File: config.mk
export PLATFORM = sky130hd
export DESIGN_NAME = awb_div
export DESIGN_NICKNAME = d
export VERILOG_FILES = /design/src/sv/awb_div.sv
export SDC_FILE = /design/constraint.sdc
export NUM_CORES = 1
export LEC_CHECK = 0
export ABC_AREA = 1
export ABC_CLOCK_PERIOD_IN_PS = 2610
export BUFFER_PORTS_ARGS = -buffer_cell sky130_fd_sc_hd__buf_4
export CAP_MARGIN = 0
export CORE_ASPECT_RATIO = 0.5
export CORE_MARGIN = 3
export CORE_UTILIZATION = 56
export DETAILED_ROUTE_END_ITERATION = 12
export PLACE_DENSITY_LB_ADDON = 0.05
export SETUP_SLACK_MARGIN = 0.1
export SLEW_MARGIN = 20
export SYNTH_ARGS = -nofsm -noshare
export SYNTH_HDL_FRONTEND = slang
export SYNTH_SLANG_ARGS = --single-unit
export TNS_END_PERCENT = 50
File: constraint.sdc
create_clock -name clk_i -period 2.61 [get_ports clk_i]
set_input_delay 0.3915 -clock clk_i [delete_from_list [all_inputs] [get_ports clk_i]]
set_output_delay 0.3915 -clock clk_i [all_outputs]
set_load 0.05 [all_outputs]
File: src/sv/awb_div.sv
// Pipelined restoring divider, one quotient bit per register stage.
// Sideband bits travel with each transaction. Uses no package.
module awb_div #(
  parameter int unsigned NW = 18,
  parameter int unsigned DW = 10,
  parameter int unsigned SW = 1
) (
  input  logic          clk_i,
  input  logic          rst_ni,
  input  logic          en_i,
  input  logic          valid_i,
  input  logic [NW-1:0] num_i,
  input  logic [DW-1:0] den_i,
  input  logic [SW-1:0] sb_i,
  output logic          valid_o,
  output logic [NW-1:0] quo_o,
  output logic [SW-1:0] sb_o
);

  logic [NW-1:0] v_q;
  logic [DW-1:0] rem_q [NW];
  logic [NW-1:0] quo_q [NW];
  logic [NW-1:0] num_q [NW];
  logic [DW-1:0] den_q [NW];
  logic [SW-1:0] sb_q  [NW];

  for (genvar k = 0; k < NW; k++) begin : g_stage
    logic          v_in;
    logic [DW-1:0] rem_in;
    logic [NW-1:0] quo_in;
    logic [NW-1:0] num_in;
    logic [DW-1:0] den_in;
    logic [SW-1:0] sb_in;
    logic [DW:0]   trial;
    logic [DW:0]   diff;
    logic          ge;

    if (k == 0) begin : g_first
      assign v_in   = valid_i;
      assign rem_in = '0;
      assign quo_in = '0;
      assign num_in = num_i;
      assign den_in = den_i;
      assign sb_in  = sb_i;
    end else begin : g_next
      assign v_in   = v_q[k-1];
      assign rem_in = rem_q[k-1];
      assign quo_in = quo_q[k-1];
      assign num_in = num_q[k-1];
      assign den_in = den_q[k-1];
      assign sb_in  = sb_q[k-1];
    end

    assign trial = {rem_in, num_in[NW-1]};
    assign diff  = trial - {1'b0, den_in};
    assign ge    = trial >= {1'b0, den_in};

    always_ff @(posedge clk_i or negedge rst_ni) begin
      if (!rst_ni) begin
        v_q[k] <= 1'b0;
      end else if (en_i) begin
        v_q[k] <= v_in;
      end
    end

    always_ff @(posedge clk_i) begin
      if (en_i) begin
        rem_q[k] <= ge ? diff[DW-1:0] : trial[DW-1:0];
        quo_q[k] <= {quo_in[NW-2:0], ge};
        num_q[k] <= {num_in[NW-2:0], 1'b0};
        den_q[k] <= den_in;
        sb_q[k]  <= sb_in;
      end
    end
  end

  assign valid_o = v_q[NW-1];
  assign quo_o   = quo_q[NW-1];
  assign sb_o    = sb_q[NW-1];

endmodule

# After elaboration in Yosys (flattened, before gate mapping)

Memories as Yosys holds them, arrays and structs flattened.
Index checks and enable logic that the tools add are counted.

Bits in registers: 18
Bits in writable memories: 1,008
Bits of input ports: 33
Output and inout bits: 20
Word-level logic and storage cells: 79
Memories kept: 5

Memories:

| name  | words | bits a word | read ports | clocked after Yosys merged registers in | write ports | line | text |
|---|---|---|---|---|---|---|---|
| quo_q | 18    | 18          | 18         | 0                                       | 18          | 22   | `logic [NW-1:0] quo_q [NW];` |
| num_q | 18    | 17          | 17         | 0                                       | 18          | 23   | `logic [NW-1:0] num_q [NW];` |
| den_q | 18    | 10          | 17         | 0                                       | 18          | 24   | `logic [DW-1:0] den_q [NW];` |
| rem_q | 18    | 10          | 17         | 0                                       | 18          | 21   | `logic [DW-1:0] rem_q [NW];` |
| sb_q  | 18    | 1           | 18         | 0                                       | 18          | 25   | `logic [SW-1:0] sb_q [NW];` |

$add $sub $neg: 18
$lt $le $gt $ge: 18
Multiplexer cells: 20

Operators by type and width:

| operator                                         | number |
|---|---|
| 11-bit by 10-bit >= comparator with 1-bit output | 17 |
| 10-bit two-way mux                               | 18 |
| 10-bit subtractor                                | 17 |
| 1-bit by 10-bit >= comparator with 1-bit output  | 1 |
| 1-bit by 10-bit subtractor with 10-bit output    | 1 |
| 1-bit two-way mux                                | 2 |

# Longest topological paths before layout

Gate-level depths: netlist (run 1).
An unclocked memory read counts as a cell.

Depth after elaboration: 3
Mapped depth: 12
Gate-level depth less buffers: 12

# Least setup slack after synthesis (run 1)

No wires, ideal clock.

Kind: reg-to-reg
Start: memory rem_q[10][1]
End: memory rem_q[11][9] (data pin)
Library setup time: 0.252 ns
Arrival: 1.588 ns
Required time: 2.358 ns
Slack: 0.770 ns
Cell stages (with the launch flop): 12
Path buffers: 2
Period minus slack after synthesis: 1.840 ns
Path through: edfxtp_1 ha_1 buf_6 a21oi_1 nand2_1 nand2_1 nand2_2 nand2_4 nand2_4 buf_12 nand3_4 nand2_2

RTL lines:

| what        | line |
|---|---|
| from (decl) | 21 |

==> flow_summary.toml, run 1 <==
[run_status]
status = "completed"

[final_layout]
n_antenna_cell = 0
fillerInstances = 4439
design_area_um2 = 36400
layout-drive-gt1-share_pct = 6.93
nets = 3405
area_growth_pct = 11.6
final_cell_mix = "nand2_1, edfxtp_1, inv_1"
layout.cells.most_common = "nand2_1"

[global_routing]
grt_use_total_pct = 19.8
grt_antenna_before_repair = 0
grt_max_degree = 100
first_global_vias = 19800
grt_pass1_wl_mm = 98.2
grt_overflow = 0

[synthesis]
synth-adder-area-share_pct = 7.58
synthMuxAreaShare_pct = 0
syn_area_per_cell_um2 = 10.7
synth.distinct_cells = 37
synth_area_um2 = 32600
synth-seq-cells = 700
synth_cells = 3040
yosys_warnings = 0
synth_compound_gate_area_share_pct = 2.31
synthXorXnorAreaFrac_pct = 1.29
synth-simple-area-share_pct = 18.5
synth_top_family_by_area = "simple AND/OR/NAND/NOR gates"
synth.net_count = 3261
seq_area_frac_synth_pct = 64.2

[floorplan]
die_area_um2 = 61400
core_area_um2 = 56600
dieWidth_um = 347
io_pins = 53
start_util_pct = 57.7
placementRows = 61
die_h_um = 177

[detailed_routing]
routed.top_layer = "met4"
finalWirelength_mm = 59.1
wl_met3_mm = 2.45
ant_nets = 0
wl_per_cell_um = 14.8
drc = 0
vias_per_cell = 5.02
first_pass_iters = 5
wl_met2_mm = 28.6
drtIter0Drc = 1402
vias = 20000
drt-met1-wl_mm = 26.7

[placed_design]
postPlaceCellArea_um2 = 34100
dp_hpwl_mm = 42.8
portBuffers = 52
routabilityCongestion = 0.862

[timing]
grt_setup_unrepaired = "false"
fin_crit_ns = 2.22
fin_tns_setup_ns = 0
clock_skew_ns = 0.0141
worst_pin_slew_ns = 0.593
period_share_pct = 85.1
maxSlewHeadroom_pct = 60.1
hold_violations = 0
fmax_mhz = 450
slew_viol_final = 0
setup_viol = 0

[setup_path]
arrival_ns = 2.59
path_max_fanout = 13
critPathRequiredTime_ns = 2.98
endpoint_kind = "flop"
cp-start-kind = "flop"
worstSetupPathType = "flop to flop"

[clock_network]
clock_sinks = 700
h-tree-depth = 2
cts_buffers = 60
cts_max_path_buffers = 3
cts_tree = "built"
clkTransAtPathRegs_ns = 0.07
clk_latency_ns = 0.62
cts_root_buf = "clkbuf_16"
cts_resized = 0

[power]
power-per-cell-area_nw_per_um2 = 1010
p_leak_nw = 16.3
ir_drop_v = 0.000571
p_total_mw = 36.8

[hold_path]
hold_class = "primary input to flop"

[job]
max-cap-violations = 0
layer usage:
| layer | track usage (%) | vias up |
|---|---|---|
| li1 | - | 10300 |
| met1 | 26.4 | 9266 |
| met2 | 34.4 | 319 |
| met3 | 2.95 | 97 |
| met4 | 5.22 | 0 |
| met5 | 0 | - |
synth_stat cells, drive strengths merged:
cell | n | area share [%]
a31oi | 4 | 0.077
a21o | 2 | 0.046
or2 | 18 | 0.35
nor3b | 2 | 0.046
fa | 16 | 0.98
nand2 | 989 | 12
xor2 | 48 | 1.3
nand3 | 238 | 3.8
o21ai | 28 | 0.43
ha | 172 | 6.6
inv | 483 | 5.6
nand4 | 18 | 0.35
nand3b | 12 | 0.28
o2111ai | 1 | 0.027
clkinv | 1 | 0.011
a21oi | 92 | 1.4
and2 | 9 | 0.18
buf | 20 | 0.55
nor4 | 2 | 0.038
clkbuf | 4 | 0.046
nor3 | 6 | 0.092
nor2 | 161 | 1.9
edfxtp | 682 | 63
o21bai | 14 | 0.32
dfrtp | 18 | 1.4
stage by stage:
step,hold WS [ns],instances,worst slack [ns],utilization (%)
after floorplan,0.0959,3040,0.770,-
final,0.0868,3990,0.389,64.4
after CTS,0.0505,3990,0.370,64.4
after global routing,0.0696,3990,0.156,64.4
after detailed placement,0.280,3848,0.368,60.3
after global placement,0.274,3848,0.370,60.3
kinds of logic (layout without fill, tap and decap cells):
| logic type | after synthesis | after routing |
|---|---|---|
| buffers and inverters | 508 | 702 |
| xor gates and xnor gates | 48 | 48 |
| and+or+nand+nor | 1455 | 1455 |
| DFF | 700 | 700 |
| AOI/OAI and AO/OA | 141 | 141 |
| adders and majority gates | 188 | 188 |
power breakdown:
group / total, mW / internal, mW / switching, mW
Clock: 9.04 / 5.06 / 3.98
Combinational: 11.8 / 4.20 / 7.62
Sequential: 15.9 / 14.9 / 0.979
state kept, by name (all words and copies together), names as in the netlist:
| name | flops |
|---|---|
| den_q | 170 |
| g_stage.v_in | 17 |
| num_q | 153 |
| quo_q | 171 |
| rem_q | 170 |
| sb_q | 18 |
| valid_o | 1 |
timing repair:
action | 4_1_cts | 5_1_grt
endpoints found under the hold margin | 47 | 0
hold buffers | 30 | 0
setup buffers | 0 | 0
area by class of cell:
cell class | instances | area (um^2) | area share (%)
clock inverters | 39 | 404 | 1.11
clock buffers | 73 | 1590 | 4.37
multi-input cells | 1832 | 9680 | 26.6
repair buffers | 106 | 1050 | 2.89
well taps | 756 | 946 | 2.60
inverters | 484 | 1820 | 4.99
flip-flops and latches | 700 | 20900 | 57.5
critical path: stages, from the launching register on:
cell	delay, ns
edfxtp_1	0.43
ha_1	0.43
nand2_1	0.15
nor2_1	0.13
nand3_1	0.12
nand2_1	0.11
nand2_1	0.06
nand2_2	0.23
inv_2	0.16
nand2_1	0.10
nand2_1	0.06
path summary, 6_finish.rpt:
kind / start / to / slack (ns) / depth (start not counted)
min: num_i[17] / rem_q[0][0] / 0.09 / 3
max reg2reg: rem_q[6][4] / rem_q[7][7] / 0.39 / 10
max in group asynchronous: rst_ni / g_stage[15].v_in / 2.22 / 2
max: rem_q[6][4] / rem_q[7][7] / 0.39 / 10
min in group asynchronous: rst_ni / valid_o / 0.19 / 2
min reg2reg: sb_q[15] / sb_q[16] / 0.41 / 0
Power figures use the tool's default switching activity.
==> run 2: changes to the inputs <==
CORE_ASPECT_RATIO = default   (was 0.5)
SLEW_MARGIN = default   (was 20)
==> flow_summary.toml, run 2 (same netlist as run 1, synthesis figures left out) <==
[power]
p_total_mw = 38.6
ir_drop_v = 0.000836
p_leak_nw = 16.6
power-per-cell-area_nw_per_um2 = 1040

[detailed_routing]
finalWirelength_mm = 62.8
first_pass_iters = 5
ant_nets = 0
drtIter0Drc = 1437
vias = 20600
drc = 0
vias_per_cell = 5.13
wl_per_cell_um = 15.6

[clock_network]
cts_tree = "built"
cts_buffers = 74
h-tree-depth = 3
clkTransAtPathRegs_ns = 0.06
cts_root_buf = "clkbuf_16"
post_cts_buffers = 0
cts_max_path_buffers = 3
clock_sinks = 700
clk_latency_ns = 0.61

[placed_design]
routabilityCongestion = 0.900
dpl.cell_count = 3858
postPlaceCellArea_um2 = 34200
dp_hpwl_mm = 45.2
portBuffers = 52

[floorplan]
die_area_um2 = 61200
start_util_pct = 57.2
io_pins = 53
placementRows = 87
core_area_um2 = 57000
die_h_um = 247
dieWidth_um = 247

[final_layout]
seqCellArea_um2 = 20900
design_area_um2 = 37000
final_util_pct = 64.8
final_cell_mix = "nand2_1, edfxtp_1, inv_1"
layout-drive-gt1-share_pct = 7.75
area_growth_pct = 13.3
layout.cells.most_common = "nand2_1"
largest_register_ffs = 171
reg_top3 = "quo_q: 171 flops, den_q: 170 flops, rem_q: 170 flops"
regMostFlops = "quo_q"
n_antenna_cell = 0
nets = 3429
multi_input_area_um2 = 9680
fin_cells = 4021
fillerInstances = 4409

[setup_path]
worstSetupPathType = "flop to flop"
critPathRequiredTime_ns = 2.95
arrival_ns = 2.55
cp-start-kind = "flop"
path_max_fanout = 13
endpoint_kind = "flop"

[timing]
fmax_mhz = 453
fin_crit_ns = 2.21
setup_viol = 0
grt_setup_unrepaired = "false"
hold_violations = 0
period_share_pct = 84.5
maxSlewHeadroom_pct = 55.6
clock_skew_ns = 0.0252
fin_tns_setup_ns = 0
worst_pin_slew_ns = 0.660
slew_viol_final = 0

[run_status]
status = "completed"

[global_routing]
grt_overflow = 0
grt_use_total_pct = 21.1
grt_antenna_before_repair = 1
grt_max_degree = 80
first_global_vias = 20100
grt_pass1_wl_mm = 102

[job]
max-cap-violations = 0

[hold_path]
hold_class = "primary input to flop"
==> run 2: changes by cell type in the layout (fill, tap and decap cells not counted), sizes merged <==
cell    change
inv         -1
buf        +10
clkinv      +5
clkbuf     +14
bufinv      +3
==> run 2: worst paths after layout <==
kind | slack [ns] | startpoint | cells after the start | endpoint
worst max-delay path | 0.40 | den_q[1][5] | 11 | rem_q[2][3]
worst min-delay path | 0.07 | num_i[17] | 3 | rem_q[0][0]
worst max register to register | 0.40 | den_q[1][5] | 11 | rem_q[2][3]
worst min register to register | 0.41 | quo_q[13][10] | 0 | quo_q[14][11]
max in group asynchronous | 2.22 | rst_ni | 2 | g_stage[1].v_in
min in group asynchronous | 0.20 | rst_ni | 2 | g_stage[5].v_in
==> run 2: area by class of cell <==
cell class,instances,area share (%)
clock inverters,46,1.50
inverters,484,4.92
clock buffers,87,5.20
multi-input cells,1832,26.2
repair buffers,116,3.02
well taps,756,2.56
flip-flops and latches,700,56.6
==> run 2: critical path: stages (launching register included) <==
cell,delay [ns]
edfxtp_1,0.37
inv_1,0.06
ha_1,0.40
nand2_1,0.14
nor2_1,0.12
nand2_1,0.07
nand2_1,0.09
nand2_1,0.07
nand2_2,0.27
inv_2,0.17
nand2_1,0.10
nand2_1,0.08
==> run 2: through the flow <==
step	hold slack [ns]	setup WS, ns
2_1_floorplan	0.0959	0.770
3_3_place_gp	0.267	0.409
3_5_place_dp	0.269	0.440
4_1_cts	0.0349	0.417
5_1_grt	0.0645	0.236
6_report	0.0718	0.404
==> run 2: power breakdown <==
group | internal (mW) | leakage, nW | switching (mW)
clock | 6.31 | 1.20 | 4.29
sequential | 15.0 | 6.88 | 1.13
combinational | 4.21 | 8.50 | 7.72
total | 25.5 | 16.6 | 13.1
==> run 2: per-layer routing <==
metal	track usage [%]	wire, um	vias to the layer above	share of wire (%)
li1	-	-	10400	-
met1	30.1	29500	9645	47
met2	33.4	28800	451	46
met3	3.68	2710	130	4.3
met4	6.63	1790	0	2.9
met5	0	0	-	0
==> run 2: timing repair <==
item	in CTS	in global routing
hold endpoints to repair	47	0
hold buffers	30	0
resized for setup	0	0
